===== config.mk =====
export PLATFORM = sky130hd
export DESIGN_NAME = rc_differential_drive_mixer
export DESIGN_NICKNAME = d
export VERILOG_FILES = /design/src/rtl/rcddm_pkg.sv /design/src/rtl/rcddm_mul.sv /design/src/rtl/rc_differential_drive_mixer.sv
export VERILOG_INCLUDE_DIRS = /design/src /design/src/rtl
export SDC_FILE = /design/constraint.sdc
export NUM_CORES = 2
export LEC_CHECK = 0
export BUFFER_PORTS_ARGS = -buffer_cell sky130_fd_sc_hd__buf_2
export CORE_AREA = 2 2 398 203
export CTS_CLUSTER_SIZE = 14
export DETAILED_ROUTE_END_ITERATION = 16
export DIE_AREA = 0 0 400 205
export PLACE_DENSITY = 0.7
export SLEW_MARGIN = 0
export SYNTH_ARGS = -nofsm -noshare
export SYNTH_HDL_FRONTEND = slang
export SYNTH_SLANG_ARGS = --single-unit
export TNS_END_PERCENT = 20

===== constraint.sdc =====
create_clock -name clk -period 19.95 [get_ports clk]
set_clock_uncertainty 0.15 [all_clocks]
set_input_delay 0.9975 -clock clk [delete_from_list [all_inputs] [get_ports clk]]
set_output_delay 0.9975 -clock clk [all_outputs]
set_load 0.05 [all_outputs]

===== src/rtl/rc_differential_drive_mixer_defines.svh =====
// Assertion shorthands shared by the mixer RTL.
`ifndef RC_DIFFERENTIAL_DRIVE_MIXER_DEFINES_SVH
`define RC_DIFFERENTIAL_DRIVE_MIXER_DEFINES_SVH

// Consequent checked at the same edge as the antecedent.
`define RCDDM_ASSERT_NOW(label, clk, rst_n, ante, cons) \
  label: assert property (@(posedge clk) disable iff (!rst_n) (ante) |-> (cons)) \
    else $error("rcddm: same-cycle check failed");

// Consequent checked at the next edge after the antecedent.
`define RCDDM_ASSERT_NEXT(label, clk, rst_n, ante, cons) \
  label: assert property (@(posedge clk) disable iff (!rst_n) (ante) |=> (cons)) \
    else $error("rcddm: next-cycle check failed");

`endif


===== src/rtl/rcddm_pkg.sv =====
package rcddm_pkg;

  // Defaults for the top level parameters
  localparam int unsigned MUTE_ITEMS_DEF   = 100;
  localparam int unsigned CHANNEL_BITS_DEF = 11;

  // Stick geometry
  localparam int unsigned CH_LOW  = 500;
  localparam int unsigned CH_HIGH = 1500;
  localparam int unsigned CH_MID  = 1000;

  // Shared multiplier operand width
  localparam int unsigned MUL_W = 32;

  // pi/2 in Q2.14
  localparam int unsigned HALF_PI_Q14 = 25736;

  // Turn divisor 8192000000 = 2^19 * 15625; the 15625 part goes by reciprocal
  localparam int unsigned TURN_DIV   = 15625;
  localparam int unsigned RECIP_TURN = 34359;  // floor(2^29 / 15625)

  // Forward divisor
  localparam int unsigned STICK_SPAN = 500;
  localparam int unsigned RECIP_SPAN = 16777;  // floor(2^23 / 500)

  // Register widths and reset values
  localparam int unsigned CFG_DATA_W   = 13;
  localparam int unsigned BASE_VEL_RST = 500;
  localparam int unsigned DEADBAND_RST = 100;
  localparam int unsigned SPACING_RST  = 300;
  localparam int unsigned LIMIT_RST    = 3500;

  typedef enum logic [1:0] {
    REG_BASE_VELOCITY = 2'd0,
    REG_DEADBAND      = 2'd1,
    REG_WHEEL_SPACING = 2'd2,
    REG_SPEED_LIMIT   = 2'd3
  } reg_idx_t;

  // Sign and magnitude of one centred stick offset
  typedef struct packed {
    logic       neg;
    logic [8:0] mag;
  } stick_t;

  typedef enum logic [10:0] {
    S_IDLE = 11'b00000000001,
    S_M1   = 11'b00000000010,  // |rot| * pi/2
    S_M2   = 11'b00000000100,  // speed * spacing
    S_M3   = 11'b00000001000,  // full turn product
    S_M4   = 11'b00000010000,  // turn estimate by reciprocal
    S_M5   = 11'b00000100000,  // estimate * divisor
    S_M6   = 11'b00001000000,  // turn correction, |fwd| * speed
    S_M7   = 11'b00010000000,  // forward estimate by reciprocal
    S_M8   = 11'b00100000000,  // estimate * span
    S_FCOR = 11'b01000000000,  // forward correction
    S_FIN  = 11'b10000000000   // combine, saturate, load output
  } state_t;

endpackage


===== src/rtl/rcddm_mul.sv =====
module rcddm_mul (
  input  logic                            clk,
  input  logic [rcddm_pkg::MUL_W-1:0]     a,
  input  logic [rcddm_pkg::MUL_W-1:0]     b,
  output logic [2*rcddm_pkg::MUL_W-1:0]   p_r
);

  always_ff @(posedge clk) begin
    p_r <= (2*rcddm_pkg::MUL_W)'(a) * (2*rcddm_pkg::MUL_W)'(b);
  end

endmodule


===== src/rtl/rc_differential_drive_mixer.sv =====
// Words step S_IDLE, S_M1..S_M8, S_FCOR, S_FIN (muted: S_IDLE, S_FIN); S_FIN
// loads the result, and no new word is taken until it fires. Every product,
// reciprocal divide and remainder check goes through one registered 32x32
// multiplier, one operation per cycle, eight operations per unmuted word.
// Reset (rst_n, synchronous, active low): registers to their defaults, mute
// count to MUTE_ITEMS, sequencer idle, output empty.
module rc_differential_drive_mixer #(
  parameter int unsigned MUTE_ITEMS   = rcddm_pkg::MUTE_ITEMS_DEF,
  parameter int unsigned CHANNEL_BITS = rcddm_pkg::CHANNEL_BITS_DEF
) (
  input  logic                                clk,
  input  logic                                rst_n,
  input  logic                                in_valid,
  output logic                                in_stall,
  input  logic [CHANNEL_BITS-1:0]             in_rotation_channel,
  input  logic [CHANNEL_BITS-1:0]             in_throttle_channel,
  input  logic [CHANNEL_BITS-1:0]             in_forward_channel,
  output logic                                out_valid,
  input  logic                                out_stall,
  output logic signed [13:0]                  out_left_target,
  output logic signed [13:0]                  out_right_target,
  output logic                                out_muted,
  input  logic                                cfg_valid,
  output logic                                cfg_ready,
  input  logic [1:0]                          cfg_index,
  input  logic [rcddm_pkg::CFG_DATA_W-1:0]    cfg_data
);

  `include "rc_differential_drive_mixer_defines.svh"

  localparam int unsigned MW = rcddm_pkg::MUL_W;

  rcddm_pkg::state_t state_r, state_nxt;

  logic [12:0] base_velocity_r;
  logic [8:0]  deadband_r;
  logic [10:0] wheel_spacing_r;
  logic [12:0] speed_limit_r;
  logic [7:0]  mute_remaining_r;

  logic        mute_item_r;
  logic [8:0]  rot_mag_r;
  logic        rot_pos_r;
  logic [8:0]  fwd_off_mag_r;
  logic        fwd_neg_r;
  logic [13:0] speed_r;
  logic [23:0] t1_r;
  logic [28:0] x_turn_r;
  logic [14:0] turn_mag_r;
  logic [22:0] x_fwd_r;
  logic [13:0] fwd_res_r;

  logic               out_valid_r;
  logic signed [13:0] out_left_r;
  logic signed [13:0] out_right_r;
  logic               out_muted_r;

  logic [MW-1:0]   mul_a, mul_b;
  logic [2*MW-1:0] prod;

  rcddm_pkg::stick_t rot_in, thr_in, fwd_in;
  logic [13:0]       speed_in;
  logic              in_acc, fin_fire;
  logic [28:0]       turn_rem;
  logic [22:0]       fwd_rem;
  logic              fwd_is_neg, turn_neg;
  logic signed [16:0] fwd_s, turn_s, left_s, right_s, lim_s;
  logic signed [13:0] left_sat, right_sat;

  function automatic rcddm_pkg::stick_t stick_off(input logic [CHANNEL_BITS-1:0] raw,
                                                  input logic [8:0] db);
    logic [10:0]       v;
    rcddm_pkg::stick_t s;
    if (raw < CHANNEL_BITS'(rcddm_pkg::CH_LOW)) begin
      v = 11'(rcddm_pkg::CH_LOW);
    end else if (raw > CHANNEL_BITS'(rcddm_pkg::CH_HIGH)) begin
      v = 11'(rcddm_pkg::CH_HIGH);
    end else begin
      v = raw[10:0];
    end
    if (v >= 11'(rcddm_pkg::CH_MID)) begin
      s.neg = 1'b0;
      s.mag = 9'(v - 11'(rcddm_pkg::CH_MID));
    end else begin
      s.neg = 1'b1;
      s.mag = 9'(11'(rcddm_pkg::CH_MID) - v);
    end
    // inside the deadband: drop to zero
    if (s.mag < db) begin
      s.neg = 1'b0;
      s.mag = '0;
    end
    return s;
  endfunction

  function automatic logic signed [13:0] sat(input logic signed [16:0] v,
                                             input logic signed [16:0] lim);
    logic signed [16:0] r;
    if (v > lim) begin
      r = lim;
    end else if (v < -lim) begin
      r = -lim;
    end else begin
      r = v;
    end
    return r[13:0];
  endfunction

  assign in_stall  = (state_r != rcddm_pkg::S_IDLE);
  assign in_acc    = in_valid && !in_stall;
  assign cfg_ready = 1'b1;
  assign fin_fire  = (state_r == rcddm_pkg::S_FIN) && (!out_valid_r || !out_stall);

  assign rot_in = stick_off(in_rotation_channel, deadband_r);
  assign thr_in = stick_off(in_throttle_channel, deadband_r);
  assign fwd_in = stick_off(in_forward_channel, deadband_r);

  // speed = base + throttle offset, floored at zero
  always_comb begin
    if (thr_in.neg) begin
      speed_in = (base_velocity_r >= 13'(thr_in.mag)) ?
                 14'(base_velocity_r - 13'(thr_in.mag)) : 14'd0;
    end else begin
      speed_in = 14'(base_velocity_r) + 14'(thr_in.mag);
    end
  end

  rcddm_mul u_mul (
    .clk (clk),
    .a   (mul_a),
    .b   (mul_b),
    .p_r (prod)
  );

  always_comb begin
    unique case (state_r)
      rcddm_pkg::S_M1: begin
        mul_a = MW'(rot_mag_r);
        mul_b = MW'(rcddm_pkg::HALF_PI_Q14);
      end
      rcddm_pkg::S_M2: begin
        mul_a = MW'(speed_r);
        mul_b = MW'(wheel_spacing_r);
      end
      rcddm_pkg::S_M3: begin
        mul_a = MW'(t1_r);
        mul_b = MW'(prod[24:0]);
      end
      rcddm_pkg::S_M4: begin
        mul_a = MW'(prod[47:19]);
        mul_b = MW'(rcddm_pkg::RECIP_TURN);
      end
      rcddm_pkg::S_M5: begin
        mul_a = MW'(prod[43:29]);
        mul_b = MW'(rcddm_pkg::TURN_DIV);
      end
      rcddm_pkg::S_M6: begin
        mul_a = MW'(fwd_off_mag_r);
        mul_b = MW'(speed_r);
      end
      rcddm_pkg::S_M7: begin
        mul_a = MW'(prod[22:0]);
        mul_b = MW'(rcddm_pkg::RECIP_SPAN);
      end
      rcddm_pkg::S_M8: begin
        mul_a = MW'(prod[36:23]);
        mul_b = MW'(rcddm_pkg::STICK_SPAN);
      end
      default: begin
        mul_a = '0;
        mul_b = '0;
      end
    endcase
  end

  // remainders after the reciprocal estimates
  assign turn_rem = x_turn_r - prod[28:0];
  assign fwd_rem  = x_fwd_r - prod[22:0];

  // combine stage
  assign fwd_is_neg = fwd_neg_r && (fwd_res_r != 14'd0);
  assign turn_neg   = rot_pos_r ^ fwd_is_neg;
  assign fwd_s      = fwd_neg_r ? -$signed({3'b000, fwd_res_r}) : $signed({3'b000, fwd_res_r});
  assign turn_s     = turn_neg ? -$signed({2'b00, turn_mag_r}) : $signed({2'b00, turn_mag_r});
  assign left_s     = fwd_s - turn_s;
  assign right_s    = fwd_s + turn_s;
  assign lim_s      = $signed({4'b0000, speed_limit_r});
  assign left_sat   = sat(left_s, lim_s);
  assign right_sat  = sat(right_s, lim_s);

  always_comb begin
    state_nxt = state_r;
    unique case (state_r)
      rcddm_pkg::S_IDLE: begin
        if (in_acc) begin
          state_nxt = (mute_remaining_r != 8'd0) ? rcddm_pkg::S_FIN : rcddm_pkg::S_M1;
        end
      end
      rcddm_pkg::S_M1:   state_nxt = rcddm_pkg::S_M2;
      rcddm_pkg::S_M2:   state_nxt = rcddm_pkg::S_M3;
      rcddm_pkg::S_M3:   state_nxt = rcddm_pkg::S_M4;
      rcddm_pkg::S_M4:   state_nxt = rcddm_pkg::S_M5;
      rcddm_pkg::S_M5:   state_nxt = rcddm_pkg::S_M6;
      rcddm_pkg::S_M6:   state_nxt = rcddm_pkg::S_M7;
      rcddm_pkg::S_M7:   state_nxt = rcddm_pkg::S_M8;
      rcddm_pkg::S_M8:   state_nxt = rcddm_pkg::S_FCOR;
      rcddm_pkg::S_FCOR: state_nxt = rcddm_pkg::S_FIN;
      rcddm_pkg::S_FIN: begin
        if (fin_fire) begin
          state_nxt = rcddm_pkg::S_IDLE;
        end
      end
      default:           state_nxt = rcddm_pkg::S_IDLE;
    endcase
  end

  // control state
  always_ff @(posedge clk) begin
    if (!rst_n) begin
      state_r          <= rcddm_pkg::S_IDLE;
      out_valid_r      <= 1'b0;
      mute_remaining_r <= 8'(MUTE_ITEMS);
      base_velocity_r  <= 13'(rcddm_pkg::BASE_VEL_RST);
      deadband_r       <= 9'(rcddm_pkg::DEADBAND_RST);
      wheel_spacing_r  <= 11'(rcddm_pkg::SPACING_RST);
      speed_limit_r    <= 13'(rcddm_pkg::LIMIT_RST);
    end else begin
      state_r <= state_nxt;
      if (fin_fire) begin
        out_valid_r <= 1'b1;
      end else if (!out_stall) begin
        out_valid_r <= 1'b0;
      end
      if (in_acc && (mute_remaining_r != 8'd0)) begin
        mute_remaining_r <= mute_remaining_r - 8'd1;
      end
      if (cfg_valid && cfg_ready) begin
        unique case (rcddm_pkg::reg_idx_t'(cfg_index))
          rcddm_pkg::REG_BASE_VELOCITY: base_velocity_r <= cfg_data[12:0];
          rcddm_pkg::REG_DEADBAND:      deadband_r      <= cfg_data[8:0];
          rcddm_pkg::REG_WHEEL_SPACING: wheel_spacing_r <= cfg_data[10:0];
          rcddm_pkg::REG_SPEED_LIMIT:   speed_limit_r   <= cfg_data[12:0];
          default: ;
        endcase
      end
    end
  end

  // datapath
  always_ff @(posedge clk) begin
    if (in_acc) begin
      mute_item_r   <= (mute_remaining_r != 8'd0);
      rot_mag_r     <= rot_in.mag;
      rot_pos_r     <= !rot_in.neg && (rot_in.mag != 9'd0);
      fwd_off_mag_r <= fwd_in.mag;
      fwd_neg_r     <= fwd_in.neg;
      speed_r       <= speed_in;
    end
    unique case (state_r)
      rcddm_pkg::S_M2: t1_r <= prod[23:0];
      rcddm_pkg::S_M4: x_turn_r <= prod[47:19];
      rcddm_pkg::S_M5: turn_mag_r <= prod[43:29];
      rcddm_pkg::S_M6: begin
        // estimate is low by at most one
        if (turn_rem >= 29'(rcddm_pkg::TURN_DIV)) begin
          turn_mag_r <= turn_mag_r + 15'd1;
        end
      end
      rcddm_pkg::S_M7: x_fwd_r <= prod[22:0];
      rcddm_pkg::S_M8: fwd_res_r <= prod[36:23];
      rcddm_pkg::S_FCOR: begin
        if (fwd_rem >= 23'(rcddm_pkg::STICK_SPAN)) begin
          fwd_res_r <= fwd_res_r + 14'd1;
        end
      end
      default: ;
    endcase
    if (fin_fire) begin
      out_muted_r <= mute_item_r;
      out_left_r  <= mute_item_r ? 14'sd0 : left_sat;
      out_right_r <= mute_item_r ? 14'sd0 : right_sat;
    end
  end

  assign out_valid        = out_valid_r;
  assign out_left_target  = out_left_r;
  assign out_right_target = out_right_r;
  assign out_muted        = out_muted_r;

  `RCDDM_ASSERT_NEXT(a_mute_count, clk, rst_n,
    in_acc && (mute_remaining_r != 8'd0),
    mute_remaining_r == ($past(mute_remaining_r) - 8'd1))
  `RCDDM_ASSERT_NOW(a_left_limit, clk, rst_n, out_valid_r && !out_muted_r,
    ($signed(out_left_r) <= lim_s) && ($signed(out_left_r) >= -lim_s))
  `RCDDM_ASSERT_NOW(a_right_limit, clk, rst_n, out_valid_r && !out_muted_r,
    ($signed(out_right_r) <= lim_s) && ($signed(out_right_r) >= -lim_s))
  `RCDDM_ASSERT_NEXT(a_fin_hold, clk, rst_n,
    (state_r == rcddm_pkg::S_FIN) && out_valid_r && out_stall,
    state_r == rcddm_pkg::S_FIN)

endmodule

==> impl_metrics.ini <==
[detailed_routing]
avgRoutedWirePerCell_um = 25.2
drc = 0
drtAntennaViolNets = 0
vias_per_cell = 5.98
drtIter0Drc = 4982
vias = 35700
dr.pass1.iters = 7
routed_wl_um = 150000

[clock_network]
cts_buffers = 29
post_cts_resized = 0
cts_hold_buf = 0
cts_tree = built
htree_levels = 1
cts.clk_slew.worst_paths_ps = 70
postCtsSetupBuffers = 0
cts.sinks = 283
cts_buffer_depth = 3
clock-root-buffer = clkbuf_16
clk_latency_ps = 630

[power_and_ir_drop]
ir_worst_vdd_v = 0.0000936
p_switching_mw = 1.14
p_leak_nw = 21.2
powerDensity_nw_per_um2 = 57.4
p_int_mw = 1.43
pwr-share-clk = 0.228
sequentialPowerShare = 0.307
p_sw_frac = 0.445
combPwrFrac = 0.465

[floorplan]
fp-row-count = 73
start_util = 0.534
ios = 85
dieWidth_um = 400
core_um2 = 78600
fp.dieH_um = 205
fp.dieArea_um2 = 82000

[timing]
timing.fmax_ghz = 0.0859
period_needed_ps = 11640
finalCritPeriodShare = 0.583
slew_violations = 0
setup_viol = 0
slew_headroom = 0.0295
rsz0062_at_grt = no
finalHoldViolCount = 0
tns_ps = 0
tightest_slew_ps = 1460

[grt]
grt_overflow = 0
antenna_found_initial = 6
grt_pass1_wl_um = 223000
grt_pass1_vias = 33800
grt_max_degree = 59
track_usage = 0.373

[logic_synthesis]
synth_top_area_cell = fa_1
synth_edf_count = 169
synthArstFlopShare = 0
synthCells = 4819
synth_seq_cells = 283
synth_most_common_cell = inv_1
synth_area_leaders = fa_1, edfxtp_1, ha_1
synth.avg_cell_area_um2 = 8.70
synth_top_area_share = 0.291
ys_warn_count = 0
synthDistinctLibCells = 97
yosysSeqAreaShare = 0.175
ys.flop_type = edfxtp_1
synthesis.area_um2 = 41900
ys_top_cells_by_count = inv_1, nand2_1, fa_1, nor2_1, ha_1

[setup_path]
required_ps = 20360
critPathMaxFanout = 45
cp-end-kind = register
startpoint_type = register
worst-setup-path-type = reg -> reg
critPathMaxStageDelay_ps = 950
arrival_ps = 12040
critPathSlowestCell = o21ai_0
cpMostUsedCell = fa_1

[place]
dp_hpwl_um = 122000
place.gp.congestion = 1.06
postPlaceCellArea_um2 = 43800
io_buffers = 83

[final_layout]
nNetsFinal = 5904
finalInstanceArea_um2 = 44800
syn_to_final_growth_pct = 6.85
fillers = 7019
drive_above_1_share = 0.0603

[hold_path]
hold_path_class = reg -> reg

[flow_run]
maxCapViolations = 0

[status]
status = complete, no violations
==> through the flow <==
step	utilization	std cells	power (mW)	hold slack, ps	setup WS (ps)
final	0.571	5968	2.57	348	8310
after global routing	0.570	5964	2.71	372	8090
after CTS	0.570	5960	2.51	349	9100
after detailed placement	0.558	5906	1.93	340	9120
after global placement	0.558	5906	1.91	328	9310
after floorplan	-	4883	1.55	259	10650
==> power groups by stage <==
stage	Clock, mW	Sequential [mW]	Combinational (mW)
final	0.585	0.790	1.20
after global routing	0.612	0.782	1.31
after CTS	0.588	0.772	1.15
after detailed placement	0	0.785	1.14
after global placement	0	0.785	1.12
after floorplan	0	0.717	0.831
==> placed cells by master, fill, tap and decap left out, types with 44 or more instances in the layout <==
| master | instances |
|---|---|
| inv_1 | 879 |
| conb_1 | 66 |
| nand2_1 | 704 |
| a21oi_1 | 191 |
| buf_2 | 83 |
| xor2_1 | 54 |
| nand2b_1 | 48 |
| nor2b_1 | 44 |
| o21ai_0 | 143 |
| xnor2_1 | 123 |
| nor3_1 | 53 |
| edfxtp_1 | 169 |
| a22oi_1 | 47 |
| a21o_1 | 62 |
| fa_1 | 610 |
| nand3_1 | 62 |
| nor2_1 | 404 |
| buf_4 | 85 |
| dfxtp_1 | 114 |
| ha_1 | 354 |
==> metal layers <==
metal	track usage	part of all wire
met3	0.250	0.21
met1	0.579	0.45
met4	0.0618	0.019
met5	0.0768	0.0060
met2	0.397	0.31
==> worst paths after layout <==
kind | start | end | slack, ps | cells after the start
max reg2reg | state_r[1] | u_mul.p_r[44] | 8310 | 30
min | wheel_spacing_r[0] | wheel_spacing_r[0] | 350 | 2
min reg2reg | wheel_spacing_r[0] | wheel_spacing_r[0] | 350 | 2
max | state_r[1] | u_mul.p_r[44] | 8310 | 30
==> layout make-up <==
type                       instances  area (um2)  area share
timing repair buffer             168        1050      0.0235
tap                             1050        1310      0.0293
inverter                         882        3310      0.0739
clock buffer                      40         862      0.0192
antenna                            8        20.0    0.000447
multi-input combinational       3523       30800       0.687
clock inverter                    14         109     0.00243
sequential                       283        7360       0.164
==> sequential cells by signal, indices dropped and copies added, names as in the netlist, 11 cells and up <==
name	cells
state_r	11
wheel_spacing_r	11
speed_limit_r	13
x_turn_r	29
out_left_target	14
base_velocity_r	13
t1_r	24
speed_r	14
x_fwd_r	23
fwd_res_r	14
out_right_target	14
u_mul.p_r	48
turn_mag_r	15
==> critical path: cells and delay by family, from the launching register on <==
family / cells / cell delay, ps
AOI/OAI and AO/OA: 10 / 4720
adders and majority gates: 7 / 2840
and+or+nand+nor: 7 / 2110
buffers and inverters: 5 / 1250
DFF: 1 / 330
xor gates and xnor gates: 1 / 130
==> logic make-up after synthesis <==
logic type | share of synthesized area
adder cells (fa/ha/maj) | 0.397
buffers and inverters | 0.0984
other | 0.000179
AND/OR/NAND/NOR | 0.158
XOR/XNOR | 0.0370
flip-flops | 0.175
AO/OA/AOI/OAI | 0.125
multiplexers | 0.00922
No activity file was read; power rests on OpenSTA's default activity.
